$ cat config.mk
export PLATFORM = sky130hd
export DESIGN_NAME = rmbs_queue
export DESIGN_NICKNAME = d
export VERILOG_FILES = /design/src/rtl/radial_mask_background_subtract_assert.svh /design/src/rtl/rmbs_pkg.sv /design/src/rtl/rmbs_queue.sv
export SDC_FILE = /design/constraint.sdc
export NUM_CORES = 1
export LEC_CHECK = 0
export ABC_AREA = 1
export BUFFER_PORTS_ARGS = -buffer_cell sky130_fd_sc_hd__buf_2
export CAP_MARGIN = 30
export CELL_PAD_IN_SITES_DETAIL_PLACEMENT = 1
export CELL_PAD_IN_SITES_GLOBAL_PLACEMENT = 2
export CORE_ASPECT_RATIO = 0.75
export CORE_UTILIZATION = 30
export DETAILED_ROUTE_END_ITERATION = 16
export PLACE_DENSITY = 0.61
export SYNTH_ARGS = -nofsm -noshare
export SYNTH_HDL_FRONTEND = slang
export SYNTH_SLANG_ARGS = --single-unit
$ cat constraint.sdc
create_clock -name clk -period 2.25 [get_ports clk]
set_clock_uncertainty 0.1 [all_clocks]
set_input_delay 0.1125 -clock clk [delete_from_list [all_inputs] [get_ports clk]]
set_output_delay 0.1125 -clock clk [all_outputs]
set_load 0.02 [all_outputs]
$ cat src/rtl/radial_mask_background_subtract_assert.svh
// Assertion macros shared by the radial mask background subtraction RTL.
`ifndef RADIAL_MASK_BACKGROUND_SUBTRACT_ASSERT_SVH
`define RADIAL_MASK_BACKGROUND_SUBTRACT_ASSERT_SVH

// Consequent must hold in the same cycle as the antecedent.
`define RMBS_ASSERT_NOW(lbl, ante, cons) \
	lbl: assert property (@(posedge clk) disable iff (!arst_n) (ante) |-> (cons)) \
		else $error("rmbs: same-cycle check failed");

// Consequent must hold in the cycle after the antecedent.
`define RMBS_ASSERT_NEXT(lbl, ante, cons) \
	lbl: assert property (@(posedge clk) disable iff (!arst_n) (ante) |=> (cons)) \
		else $error("rmbs: next-cycle check failed");

`endif

$ cat src/rtl/rmbs_pkg.sv
// Shared constants, types and codes of the radial mask background subtraction block.
package rmbs_pkg;
	localparam int MaxWidth  = 640;
	localparam int MaxHeight = 480;
	localparam int BgDepth   = MaxWidth * MaxHeight;
	localparam int AddrW     = $clog2(BgDepth);
	localparam int PixW      = 8;
	localparam int ColW      = 10;
	localparam int RowW      = 9;
	localparam int RadW      = 10;
	localparam int ThrW      = 8;
	localparam int CfgIdxW   = 3;
	localparam int CfgDataW  = 10;
	localparam int D2W       = 21;
	localparam int VW        = D2W + 16;
	localparam int DistW     = 19;
	localparam int DenW      = RadW + 8;
	localparam int NumW      = DistW + 8;
	localparam int LinW      = RowW + ColW + 1;
	localparam int QDepth    = 4;
	localparam int QPtrW     = $clog2(QDepth);

	typedef enum logic [CfgIdxW-1:0] {
		CFG_CENTER_X     = 3'd0,
		CFG_CENTER_Y     = 3'd1,
		CFG_INNER_RADIUS = 3'd2,
		CFG_OUTER_RADIUS = 3'd3,
		CFG_THRESHOLD    = 3'd4,
		CFG_FRAME_WIDTH  = 3'd5,
		CFG_FRAME_HEIGHT = 3'd6
	} cfg_idx_t;

	typedef struct packed {
		logic [ColW-1:0] center_x;
		logic [ColW-1:0] center_y;
		logic [RadW-1:0] inner_radius;
		logic [RadW-1:0] outer_radius;
		logic [ThrW-1:0] threshold;
		logic [ColW-1:0] frame_width;
		logic [RowW-1:0] frame_height;
	} cfg_t;

	typedef struct packed {
		logic [PixW-1:0] pixel;
		logic            capture_bg;
		logic [ColW-1:0] col;
		logic [RowW-1:0] row;
		logic            frame_end;
	} item_t;

	typedef struct packed {
		logic full;
		logic empty;
	} q_status_t;

	typedef struct packed {
		logic clearing;
	} back_status_t;

	typedef enum logic [3:0] {
		ST_CLEAR,
		ST_IDLE,
		ST_SQR,
		ST_SQRT,
		ST_RAMP,
		ST_DIV,
		ST_MEM,
		ST_CMP,
		ST_OUT
	} bstate_t;
endpackage

$ cat src/rtl/rmbs_queue.sv
// Short queue of classified pixel requests between the front and back parts.
module rmbs_queue (
	input  logic                clk,
	input  logic                arst_n,
	input  logic                push,
	input  rmbs_pkg::item_t     push_item,
	input  logic                pop,
	output rmbs_pkg::item_t     head,
	output rmbs_pkg::q_status_t status
);
	rmbs_pkg::item_t                entries_q [rmbs_pkg::QDepth];
	logic [rmbs_pkg::QPtrW-1:0]    wr_ptr_q;
	logic [rmbs_pkg::QPtrW-1:0]    rd_ptr_q;
	logic [rmbs_pkg::QPtrW:0]      count_q;

	assign head         = entries_q[rd_ptr_q];
	assign status.full  = (count_q == (rmbs_pkg::QPtrW+1)'(rmbs_pkg::QDepth));
	assign status.empty = (count_q == '0);

	// Pointers and fill count.
	always_ff @(posedge clk or negedge arst_n) begin
		if (!arst_n) begin
			wr_ptr_q <= '0;
			rd_ptr_q <= '0;
			count_q  <= '0;
		end else begin
			if (push) begin
				wr_ptr_q <= wr_ptr_q + 1'b1;
			end
			if (pop) begin
				rd_ptr_q <= rd_ptr_q + 1'b1;
			end
			if (push && !pop) begin
				count_q <= count_q + 1'b1;
			end else if (pop && !push) begin
				count_q <= count_q - 1'b1;
			end
		end
	end

	// Entry storage.
	always_ff @(posedge clk) begin
		if (push) begin
			entries_q[wr_ptr_q] <= push_item;
		end
	end
endmodule

==> run_results.csv <==
group,metric,value,unit
power_and_ir_drop,p_leak,2.708,nW
floorplan,core_area,16320,sq um
worst_setup_path,worstPathRequired,2.04,ns
global_route,grt_pass1_vias,3279,
run_status,violations,"DRC",
clocking,hold_buffers,33,
floorplan,die_w,152.6,um
finish,fillCellCount,1720,
logic_synthesis,synth_fp_nets,425,
finish,diodes,0,
global_route,grt_overflow,0,
clocking,clock-root-buffer,"clkbuf_16",
clocking,clk_latency,0.41,ns
timing,period_minus_slack,2.008,ns
logic_synthesis,synth_seq_cells,123,
power_and_ir_drop,powerDensity,1375,nW/um^2
run_status,status,"finished with violations",
clocking,cts_tree,"built",
clocking,cts_made_buffers,17,
timing,setup_viol,0,
detailed_routing,post_drt_wl_per_cell,15.23,um
placement,dp_hpwl,6874,um
logic_synthesis,synth_area,5100,sq um
clocking,cts_max_path_buffers,2,
timing,post-route-period-util,89.25,%
worst_setup_path,critPathKind,"flop to output port",
timing,fmax,498.0,MHz
logic_synthesis,synth-seq-area-share,71.74,%
timing,slew_viol_final,0,
placement,portBuffers,63,
timing,relSlewSlack,72.56,%
timing,tns,0,ns
detailed_routing,drtAntennaViolNets,0,
placement,gp_congestion,0.7145,
worst_hold_path,hp-start,"push_item[7]",
floorplan,fp-row-count,40,
logic_synthesis,ys_types,20,
global_route,grtUsageTotal,13.81,%
global_route,grt_max_degree,51,
worst_setup_path,r2r_cells,5,
worst_setup_path,reg2reg_from,"wr_ptr_q[0]",
global_route,antenna_found_initial,0,
timing,hold_viol,0,
finish,fin_util,40.50,%
finish,nets,534,
logic_synthesis,syn_area_per_cell,13.21,sq um
logic_synthesis,synth_top_area_share,68.30,%
floorplan,fp.dieH,114.9,um
worst_setup_path,worstPathArrival,1.80,ns
detailed_routing,drc,4,
worst_hold_path,hold_path_end,"entries_q[1][7]",
finish,drive_gt1_share,24.26,%
worst_setup_path,r2r_slack,0.73,ns
clocking,htree_levels,4,
floorplan,initial_core_util,31.26,%
timing,tightestPinTransition,0.4115,ns
floorplan,pin_count,64,
global_route,grt_pass1_wl,17590,um
job,cap_viol_max_count,0,
detailed_routing,drtIter0Drc,111,
clocking,clkSlewWorstSetupHoldPaths,0.05,ns
clocking,cts_resized,0,
logic_synthesis,synth.area.top_cells,"edfxtp_1, nand2_1, o211ai_1",
logic_synthesis,synthCells,386,
worst_hold_path,holdPathStages,2,
detailed_routing,wl,10920,um
worst_setup_path,endpoint_kind,"output port",
clocking,cts_sinks,123,
worst_setup_path,start_kind,"flop",
timing,rsz0062_at_grt,"false",
detailed_routing,vias_per_cell,4.375,
detailed_routing,first_pass_iters,10,
worst_hold_path,hold_path_class,"input pin to flop",
power_and_ir_drop,p_total,0.009084,W
detailed_routing,vias,3137,
finish,area.growth.synth_to_final,29.56,%
clocking,cts_setup_buffers,0,
worst_setup_path,r2r-end,"entries_q[0][2]",
logic_synthesis,synth_area_leader_cell,"edfxtp_1",
power_and_ir_drop,peakVddDrop,0.0005224,V
floorplan,die-area,17530,sq um
worst_setup_path,path_max_fanout,50,
logic_synthesis,yosysWarningCount,0,
per-layer routing:
layer / vias to the layer above / track usage, % / wire length (um)
li1: 1546 / - / -
met1: 1528 / 16.78 / 5141
met2: 51 / 22.83 / 5188
met3: 12 / 4.561 / 462
met4: 0 / 5.859 / 131
met5: - / 0 / 0
sequential cells by signal, summed over array words and instances (netlist names):
register,count
wr_ptr_q,2
count_q,3
rd_ptr_q,2
entries_q,116
power breakdown:
part           switching (W)  internal (W)
logic                0.00207       0.00104
registers           0.000213       0.00302
clock network       0.000908       0.00183
synth_stat cells:
cell        n
inv_1      69
clkbuf_1    2
edfxtp_1  116
o211ai_2   20
ha_1        5
o21ai_1     1
nand4_1     1
buf_2      12
buf_4       1
inv_2       1
buf_6       4
xnor2_1     1
xor2_1      3
nand3_1     1
nand2_1   100
nor3_1      2
buf_1       1
dfrtp_1     7
o211ai_1   38
fa_1        1
metrics by stage:
step / instances / setup WS [ns] / cell area (sq um) / hold slack [ns]
after floorplan: 386 / 0.5186 / 5100 / -0.2831
after global placement: 653 / 0.6826 / 5688 / -0.1368
after detailed placement: 653 / 0.6539 / 5688 / -0.1348
after CTS: 717 / 0.1968 / 6608 / 0.3238
after global routing: 717 / 0.1041 / 6608 / 0.3529
final: 717 / 0.2418 / 6608 / 0.3519
worst max-delay path by stage:
| stage | start | endpoint | slack [ns] |
|---|---|---|---|
| 4_1_cts | rd_ptr_q[0] | head[12] | 0.20 |
| 6_report | rd_ptr_q[0] | head[19] | 0.24 |
| 3_3_place_gp | rd_ptr_q[0] | head[14] | 0.68 |
| 2_1_floorplan | wr_ptr_q[0] | entries_q[0][0] | 0.52 |
| 3_5_place_dp | rd_ptr_q[0] | head[12] | 0.65 |
| 5_1_grt | rd_ptr_q[0] | head[12] | 0.10 |
placed cells by master, fill, tap and decap left out:
cell | Yosys | layout
fa_1 | 1 | 1
nor3_1 | 2 | 2
clkinv_2 | 0 | 2
clkbuf_1 | 2 | 4
xor2_1 | 3 | 3
ha_1 | 5 | 5
buf_2 | 12 | 63
inv_2 | 1 | 1
dfrtp_1 | 7 | 6
inv_1 | 69 | 65
clkinvlp_4 | 0 | 1
buf_4 | 1 | 12
xnor2_1 | 1 | 1
o21ai_1 | 1 | 1
nand2_1 | 100 | 100
buf_12 | 0 | 2
o211ai_2 | 20 | 20
edfxtp_1 | 116 | 116
o211ai_1 | 38 | 38
dlygate4sd3_1 | 0 | 33
clkinv_1 | 0 | 7
dfrtp_4 | 0 | 1
clkbuf_16 | 0 | 17
nand4_1 | 1 | 1
bufinv_16 | 0 | 4
nand3_1 | 1 | 1
logic make-up (layout without fill, tap and decap cells):
kind of cell    Yosys count  in the layout  share of synthesized area, %
xor+xnor                  4              4                        0.6871
flops                   123            123                         71.74
fa+ha+maj                 6              6                         1.619
simple gates            104            104                         7.777
buf+inv                  90            211                         7.581
compound gates           59             59                         10.60
worst max-delay path, stage by stage (launching register included):
cell	delay, ns
dfrtp_4	0.59
buf_12	0.29
nand2_1	0.10
o211ai_1	0.10
nand2_1	0.12
buf_2	0.17
layout make-up:
cell class / instances / area, sq um / share of cell area [%]
multi-input cells: 173 / 1055 / 15.96
clock buffers: 21 / 440.4 / 6.665
inverters: 70 / 262.8 / 3.977
repair buffers: 110 / 775.7 / 11.74
flip-flops and latches: 123 / 3662 / 55.43
clock inverters: 10 / 148.9 / 2.253
well taps: 210 / 262.8 / 3.977
Power figures use the tool's default switching activity.
