--- src/rtl/radial_mask_background_subtract_assert.svh ---
// Assertion macros shared by the radial mask background subtraction RTL.
`ifndef RADIAL_MASK_BACKGROUND_SUBTRACT_ASSERT_SVH
`define RADIAL_MASK_BACKGROUND_SUBTRACT_ASSERT_SVH

// Consequent must hold in the same cycle as the antecedent.
`define RMBS_ASSERT_NOW(lbl, ante, cons) \
	lbl: assert property (@(posedge clk) disable iff (!arst_n) (ante) |-> (cons)) \
		else $error("rmbs: same-cycle check failed");

// Consequent must hold in the cycle after the antecedent.
`define RMBS_ASSERT_NEXT(lbl, ante, cons) \
	lbl: assert property (@(posedge clk) disable iff (!arst_n) (ante) |=> (cons)) \
		else $error("rmbs: next-cycle check failed");

`endif

--- src/rtl/rmbs_pkg.sv ---
// Shared constants, types and codes of the radial mask background subtraction block.
package rmbs_pkg;
	localparam int MaxWidth  = 640;
	localparam int MaxHeight = 480;
	localparam int BgDepth   = MaxWidth * MaxHeight;
	localparam int AddrW     = $clog2(BgDepth);
	localparam int PixW      = 8;
	localparam int ColW      = 10;
	localparam int RowW      = 9;
	localparam int RadW      = 10;
	localparam int ThrW      = 8;
	localparam int CfgIdxW   = 3;
	localparam int CfgDataW  = 10;
	localparam int D2W       = 21;
	localparam int VW        = D2W + 16;
	localparam int DistW     = 19;
	localparam int DenW      = RadW + 8;
	localparam int NumW      = DistW + 8;
	localparam int LinW      = RowW + ColW + 1;
	localparam int QDepth    = 4;
	localparam int QPtrW     = $clog2(QDepth);

	typedef enum logic [CfgIdxW-1:0] {
		CFG_CENTER_X     = 3'd0,
		CFG_CENTER_Y     = 3'd1,
		CFG_INNER_RADIUS = 3'd2,
		CFG_OUTER_RADIUS = 3'd3,
		CFG_THRESHOLD    = 3'd4,
		CFG_FRAME_WIDTH  = 3'd5,
		CFG_FRAME_HEIGHT = 3'd6
	} cfg_idx_t;

	typedef struct packed {
		logic [ColW-1:0] center_x;
		logic [ColW-1:0] center_y;
		logic [RadW-1:0] inner_radius;
		logic [RadW-1:0] outer_radius;
		logic [ThrW-1:0] threshold;
		logic [ColW-1:0] frame_width;
		logic [RowW-1:0] frame_height;
	} cfg_t;

	typedef struct packed {
		logic [PixW-1:0] pixel;
		logic            capture_bg;
		logic [ColW-1:0] col;
		logic [RowW-1:0] row;
		logic            frame_end;
	} item_t;

	typedef struct packed {
		logic full;
		logic empty;
	} q_status_t;

	typedef struct packed {
		logic clearing;
	} back_status_t;

	typedef enum logic [3:0] {
		ST_CLEAR,
		ST_IDLE,
		ST_SQR,
		ST_SQRT,
		ST_RAMP,
		ST_DIV,
		ST_MEM,
		ST_CMP,
		ST_OUT
	} bstate_t;
endpackage

--- src/rtl/rmbs_ifs.sv ---
// Handshake channels of the block: pixel requests, result requests and register writes.
interface rmbs_pix_if;
	logic                      valid;
	logic                      ready;
	logic [rmbs_pkg::PixW-1:0] pixel;
	logic                      capture_bg;
	logic                      frame_start;
	modport source (output valid, pixel, capture_bg, frame_start, input ready);
	modport sink (input valid, pixel, capture_bg, frame_start, output ready);
endinterface


--- src/rtl/rmbs_front.sv ---
// Front part: accepts pixel requests and tags each with its position and frame end.
module rmbs_front (
	input  logic                   clk,
	input  logic                   arst_n,
	rmbs_pix_if.sink               pixels,
	input  rmbs_pkg::cfg_t         cfg_regs,
	input  rmbs_pkg::q_status_t    q_status,
	input  rmbs_pkg::back_status_t back_status,
	output logic                   push,
	output rmbs_pkg::item_t        push_item
);
	logic [rmbs_pkg::ColW-1:0] col_q;
	logic [rmbs_pkg::RowW-1:0] row_q;
	logic [rmbs_pkg::ColW-1:0] col;
	logic [rmbs_pkg::RowW-1:0] row;
	logic [rmbs_pkg::ColW:0]   w_eff;
	logic [rmbs_pkg::RowW:0]   h_eff;
	logic                      line_end;
	logic                      frame_end;

	assign pixels.ready = !q_status.full && !back_status.clearing;
	assign push         = pixels.valid && pixels.ready;

	// Effective frame size: a zero becomes one, and larger values are clamped to the store's dimensions.
	always_comb begin
		if (cfg_regs.frame_width == '0) begin
			w_eff = (rmbs_pkg::ColW+1)'(1);
		end else if ({1'b0, cfg_regs.frame_width} > (rmbs_pkg::ColW+1)'(rmbs_pkg::MaxWidth)) begin
			w_eff = (rmbs_pkg::ColW+1)'(rmbs_pkg::MaxWidth);
		end else begin
			w_eff = {1'b0, cfg_regs.frame_width};
		end
		if (cfg_regs.frame_height == '0) begin
			h_eff = (rmbs_pkg::RowW+1)'(1);
		end else if ({1'b0, cfg_regs.frame_height} > (rmbs_pkg::RowW+1)'(rmbs_pkg::MaxHeight)) begin
			h_eff = (rmbs_pkg::RowW+1)'(rmbs_pkg::MaxHeight);
		end else begin
			h_eff = {1'b0, cfg_regs.frame_height};
		end
	end

	// Position of this pixel and end-of-line and end-of-frame detection.
	always_comb begin
		col       = pixels.frame_start ? '0 : col_q;
		row       = pixels.frame_start ? '0 : row_q;
		line_end  = ({1'b0, col} + 1'b1) >= w_eff;
		frame_end = line_end && (({1'b0, row} + 1'b1) >= h_eff);
		push_item = '{pixel: pixels.pixel, capture_bg: pixels.capture_bg,
			col: col, row: row, frame_end: frame_end};
	end

	// Raster counters.
	always_ff @(posedge clk or negedge arst_n) begin
		if (!arst_n) begin
			col_q <= '0;
			row_q <= '0;
		end else if (push) begin
			if (line_end) begin
				col_q <= '0;
				row_q <= frame_end ? '0 : row + 1'b1;
			end else begin
				col_q <= col + 1'b1;
				row_q <= row;
			end
		end
	end
endmodule

--- src/flat_wrapper.sv ---
// flat-port wrapper written by rule: the top's interface ports become plain ports
module rmbs_front_flat 
  (clk, arst_n, cfg_regs, q_status, back_status, push, push_item, pixels_valid, pixels_pixel, pixels_capture_bg, pixels_frame_start, pixels_ready);
  rmbs_pix_if pixels_i ();
  input  logic clk;
  input  logic arst_n;
  input  rmbs_pkg::cfg_t cfg_regs;
  input  rmbs_pkg::q_status_t q_status;
  input  rmbs_pkg::back_status_t back_status;
  output logic push;
  output rmbs_pkg::item_t push_item;
  input wire logic [$bits(pixels_i.valid)-1:0] pixels_valid;
  input wire logic [$bits(pixels_i.pixel)-1:0] pixels_pixel;
  input wire logic [$bits(pixels_i.capture_bg)-1:0] pixels_capture_bg;
  input wire logic [$bits(pixels_i.frame_start)-1:0] pixels_frame_start;
  output wire logic [$bits(pixels_i.ready)-1:0] pixels_ready;
  assign pixels_i.valid = pixels_valid;
  assign pixels_i.pixel = pixels_pixel;
  assign pixels_i.capture_bg = pixels_capture_bg;
  assign pixels_i.frame_start = pixels_frame_start;
  assign pixels_ready = pixels_i.ready;
  rmbs_front u_core (.clk(clk), .arst_n(arst_n), .pixels(pixels_i), .cfg_regs(cfg_regs), .q_status(q_status), .back_status(back_status), .push(push), .push_item(push_item));
endmodule
--- config.mk ---
export PLATFORM = sky130hd
export DESIGN_NAME = rmbs_front_flat
export DESIGN_NICKNAME = d
export VERILOG_FILES = /design/src/rtl/radial_mask_background_subtract_assert.svh /design/src/rtl/rmbs_pkg.sv /design/src/rtl/rmbs_ifs.sv /design/src/rtl/rmbs_front.sv /design/src/flat_wrapper.sv
export SDC_FILE = /design/constraint.sdc
export NUM_CORES = 1
export LEC_CHECK = 0
export BUFFER_PORTS_ARGS = -buffer_cell sky130_fd_sc_hd__buf_4
export CORE_MARGIN = 8
export CORE_UTILIZATION = 25
export DETAILED_ROUTE_END_ITERATION = 8
export GPL_TIMING_DRIVEN = 1
export PLACE_DENSITY = 0.55
export SLEW_MARGIN = 30
export SYNTH_ARGS = -nofsm -noshare
export SYNTH_HDL_FRONTEND = slang
export SYNTH_SLANG_ARGS = --single-unit
--- constraint.sdc ---
create_clock -name clk -period 3.98 [get_ports clk]
set_input_delay 0.398 -clock clk [delete_from_list [all_inputs] [get_ports clk]]
set_output_delay 0.398 -clock clk [all_outputs]
set_load 0.03 [all_outputs]
==> summary.txt, run 1 <==
largest net degree at the start of global routing: 25
Final setup viols: 0
placed instance count: 375
first-pass GRT wire length: 9.00 mm
post-CTS resize count: 0
Worst EP arrival: 3.21 ns
Cell Chain, Critical Path: nor2b_2 > ha_1 > nand4_1 > nor3b_2 > and3_1 > xor2_1 > ha_1 > a21o_1 > a221oi_2 > o21a_1 > nor2_1 > buf_4
critical path class: flop to output port
fillers: 830
critical-path maximum fanout: 4
CP dominant cell by count: ha_1
post-CTS setup buffer count: 0
layout cells sized above 1: 26.4%
Placer Congestion: 0.765
most common cell after layout, fill and taps aside: buf_4
Worst Hold Class: primary input to async pin
ys flop type: dfrtp_1
Clock transition at path regs: 0.07 ns
initial antenna violation count: 0
diode count: 0
Initial Util: 25.8%
Lkg Pwr: 1.21 nW
WP buf/inv: 1
syn_area_per_cell: 8.23 um2
fmax: 0.277 GHz
Ys Warns: 0
leading cell types in the layout, fill and taps excluded: buf_4, nand2_1, ha_1
fraction of registers with async set or reset after synthesis: 100%
final hold violations: 0
post-route ant nets: 0
number of buffers added on ports: 46
die footprint: 0.0111 mm2
share of the yosys chip area belonging to registers: 23.9%
row cnt: 32
Max H-tree Level: 1
cts bufs inserted: 3
Critical-path top delay cell: dfrtp_1
Die H: 105 um
Synth Net Count: 346
Synth Register Bits: 19
Slew @ Worst Pin: 0.827 ns
area occupied by multi-input gates: 0.00136 mm2
Overflow after GRT: 0
vias per cell: 4.71
Area Growth Syn to Fin: 21.4%
clock sink count: 19
critical path launch point type: flop
slew margin rel.: 44.7%
initial drt markers: 69
Die X: 105 um
Core ar.: 0.00773 mm2
Total Neg Setup Slack: 0 ns
maxcap violations: 0
final worst setup slack: 0.372 ns
critical path required time: 3.58 ns
VDD IR max: 91.6 uV
power density over cell area: 189 mW/mm2
vias in the first global route: 1826
later-pin clock latency in the skew report: 0.25 ns
hold slack: 0.00517 ns
EDFF count, synth: 0
Root Buffer: clkbuf_8
WL per Instance: 14.0 um
Slew Limit Fails: 0
fin crit share: 90.7%
DP Worst Slack: 0.408 ns
Synth Instances: 242
hpwl dp: 4.30 mm
DRC violations left: 0
GRT Total Usage: 9.72%
register area: 475 um2
fin crit period: 3.61 ns
synth unique cells: 51
io pins: 114
Routed WL: 5.29 mm
CP delay by family, top: simple AND/OR/NAND/NOR gates
Worst Skew: 0.00181 ns
RSZ-0062 raised after global routing: no
DR pass1 iterations: 4
Max clock buf depth: 2
Post-Syn Area: 0.00199 mm2
status: complete, no violations
hold_buf cts: 0
Final Net Count: 382
Final Non-Filler Cells: 379
CP Capture Type: output port
via count: 1786
Critical Path Max Stage Delay: 0.38 ns
CTS tree: yes
## worst reg2reg max path, cell delays in order (launching register included)
cell      delay [ns]
dfrtp_1         0.38
nor2b_2         0.26
ha_1            0.25
nand4_1         0.15
nor3b_2         0.24
and3_1          0.19
xor2_1          0.23
ha_1            0.28
a21o_1          0.17
a221oi_2        0.33
o21ai_2         0.29
and2_4          0.25
a32o_1          0.25
## synthesized netlist by cell type (all sizes together) (3+ instances only)
cell    instances  area, um2
nand2          42        158
o21ai          22        129
ha             21        263
dfrtp          19        475
nor2b          18        123
buf            14        110
a21oi          12       63.8
nand3          10       55.1
inv             9       33.8
xor2            9       86.3
nor2            6       30.0
a32oi           5       43.8
and3            5       31.3
clkbuf          5       18.8
nor3            5       25.0
nand4           4       40.0
a21o            3       22.5
a32o            3       30.0
and2            3       21.3
nand2b          3       18.8
xnor2           3       26.3
## registers in the layout, indices dropped and copies added (netlist names)
signal,count
u_core.col_q,10
u_core.row_q,9
## power breakdown
group	switching [W]	internal, W	total, W
clock network	0.0000663	0.0000695	0.000136
registers	0.00000613	0.000200	0.000206
logic	0.0000654	0.0000488	0.000114
## through the flow
stage                     util [%]  area [um2]  power, W
final                         31.3        2420  0.000456
after CTS                     31.3        2420  0.000464
after detailed placement      30.7        2370  0.000326
after global placement        30.7        2370  0.000322
after global routing          31.3        2420  0.000490
after floorplan                  -        2000  0.000293
## cell families (layout without fill, tap and decap cells)
group                      count (synthesis)  count (layout)  synth area share, %
AOI/OAI and AO/OA                         58              58                 20.4
DFF                                       19              19                 23.9
and+or+nand+nor                          104             104                 28.7
buffers and inverters                     28              63                 8.17
adders and majority gates                 21              21                 13.2
xor gates and xnor gates                  12              12                 5.65
## per-layer routing
layer	GRT usage (%)	up-vias	part of all wire, %
met2	15.4	46	45
met4	2.34	0	0.43
met1	12.6	810	48
met3	2.80	2	6.9
met5	0	-	0
li1	-	928	-
## worst paths after layout
kind	endpoint	startpoint	slack, ns	cells past startpoint
worst max-delay path	push_item[0]	u_core.col_q[0]	0.37	12
worst min-delay path	u_core.col_q[1]	arst_n	0.005	1
worst max register to register	u_core.row_q[3]	u_core.col_q[0]	0.59	12
worst min register to register	u_core.col_q[8]	u_core.col_q[8]	0.49	2
max in group asynchronous	u_core.row_q[3]	arst_n	3.77	1
min in group clk	u_core.col_q[8]	u_core.col_q[8]	0.49	2
## cell type report
type / count / area share, %
flip-flops and latches: 19 / 19.7
clock buffers: 3 / 1.71
clock inverters: 1 / 0.207
inverters: 9 / 1.40
repair buffers: 50 / 15.5
multi-input cells: 195 / 56.2
well taps: 102 / 5.28
Note: power is estimated with default switching activity, not from simulation.
==> run 2: changes to the inputs <==
Settings changed: CORE_MARGIN 8 to not set.
==> summary.txt, run 2 (synthesis results as in run 1) <==
VDD IR max: 96.4 uV
Critical Path End: push_item[0]
Seq pwr share: 45.2%
most common cell after layout, fill and taps aside: buf_4
Total Neg Setup Slack: 0 ns
critical-path maximum fanout: 4
R2R setup slack: 0.56 ns
Die H: 91.3 um
Worst EP arrival: 3.22 ns
later-pin clock latency in the skew report: 0.26 ns
critical path required time: 3.58 ns
Max clock buf depth: 2
Clock transition at path regs: 0.08 ns
Sw Pwr: 0.000136 W
clock sink count: 19
Area Growth Syn to Fin: 21.0%
Critical-path top delay cell: dfrtp_1
cts bufs inserted: 3
CTS tree: yes
max reg flops: 10
CP delay by family, top: simple AND/OR/NAND/NOR gates
Initial Util: 25.8%
number of buffers added on ports: 46
Clk network pwr share: 29.7%
capturing point of the worst reg2reg path: u_core.row_q[8]
diode count: 0
DRC violations left: 0
hold_buf cts: 0
status: complete, no violations
Placer Congestion: 0.805
WP buf/inv: 1
Final Net Count: 381
Worst Skew: 0.00626 ns
Core ar.: 0.00773 mm2
DR pass1 iterations: 4
fin crit share: 90.9%
row cnt: 32
WL per Instance: 13.0 um
fin util: 31.2%
RSZ-0062 raised after global routing: no
CP startpoint: u_core.col_q[0]
Final setup viols: 0
Die X: 91.3 um
largest net degree at the start of global routing: 25
post-route ant nets: 0
fin crit period: 3.62 ns
post-CTS setup buffer count: 0
critical path class: flop to output port
power density over cell area: 188 mW/mm2
GRT Total Usage: 12.0%
initial antenna violation count: 0
vias in the first global route: 1755
biggest regs: u_core.col_q x10, u_core.row_q x9
Lkg Pwr: 1.20 nW
Worst Hold Class: primary input to async pin
register name with the most flops: u_core.col_q
Slew @ Worst Pin: 0.884 ns
hpwl dp: 3.81 mm
die footprint: 0.00833 mm2
initial drt markers: 47
internal power: 0.000318 W
critical path launch point type: flop
fmax: 0.276 GHz
combinational share of power: 25.1%
Max H-tree Level: 1
Critical Path Max Stage Delay: 0.37 ns
layout cells sized above 1: 26.1%
final hold violations: 0
Sw Share: 30.0%
io pins: 114
slew margin rel.: 40.9%
Cell Chain, Critical Path: nor2b_2 > ha_1 > nand4_1 > nor3b_2 > and3_1 > xor2_1 > ha_1 > a21o_1 > a221oi_2 > o21a_1 > nor2_1 > buf_4
worst r2r src: u_core.col_q[0]
first-pass GRT wire length: 8.14 mm
Routed WL: 4.91 mm
hold slack: 0.00538 ns
post-CTS resize count: 0
Slew Limit Fails: 0
CP Capture Type: output port
CP dominant cell by count: ha_1
leading cell types in the layout, fill and taps excluded: buf_4, nand2_1, ha_1
r2r worst-path depth: 12
Root Buffer: clkbuf_8
maxcap violations: 0
WP depth: 12
vias per cell: 4.74
Overflow after GRT: 0
via count: 1792
## run 2: final cells by class
| cell class | instances | area (um2) |
|---|---|---|
| inverters | 9 | 33.8 |
| fillers | 840 | 5320 |
| repair buffers | 49 | 368 |
| clock buffers | 3 | 41.3 |
| well taps | 102 | 128 |
| multi-input cells | 195 | 1360 |
| clock inverters | 1 | 5.00 |
| flip-flops and latches | 19 | 475 |
## run 2: power groups by stage
stage	Sequential, W	Clock, W	Combinational [W]
6_report	0.000205	0.000135	0.000114
5_1_grt	0.000207	0.000147	0.000129
4_1_cts	0.000206	0.000141	0.000116
3_5_place_dp	0.000209	0	0.000115
3_3_place_gp	0.000209	0	0.000113
2_1_floorplan	0.000208	0	0.0000854
## run 2: worst min path at each step
stage | start | endpoint | cells past startpoint
finish | arst_n | u_core.col_q[3] | 1
global route | arst_n | u_core.col_q[8] | 1
CTS | arst_n | u_core.row_q[5] | 1
detailed placement | arst_n | u_core.col_q[8] | 1
global placement | arst_n | u_core.row_q[7] | 1
floorplan | arst_n | u_core.col_q[0] | 0
## run 2: routing by layer
| metal | global-route usage [%] | up-vias | routed length (um) |
|---|---|---|---|
| li1 | - | 920 | - |
| met5 | 0 | - | 0 |
| met4 | 2.51 | 0 | 37 |
| met1 | 16.3 | 826 | 2390 |
| met3 | 1.84 | 5 | 211 |
| met2 | 20.2 | 41 | 2270 |
## run 2: worst register-to-register path, stage by stage, from the launching register on
cell      delay [ns]
dfrtp_1         0.37
nor2b_2         0.26
ha_1            0.24
nand4_1         0.14
nor3b_2         0.33
and3_1          0.22
xor2_1          0.22
ha_1            0.28
a21o_1          0.17
a221oi_2        0.31
o21ai_2         0.28
and2_4          0.25
a32o_1          0.24
## run 2: through the flow
| step | cells | total power [W] | area, um2 | setup WS (ns) |
|---|---|---|---|---|
| 2_1_floorplan | 242 | 0.000293 | 2000 | 0.0395 |
| 3_3_place_gp | 374 | 0.000322 | 2360 | 0.321 |
| 3_5_place_dp | 374 | 0.000325 | 2360 | 0.304 |
| 4_1_cts | 378 | 0.000462 | 2410 | 0.317 |
| 5_1_grt | 378 | 0.000483 | 2410 | 0.0918 |
| 6_report | 378 | 0.000454 | 2410 | 0.361 |
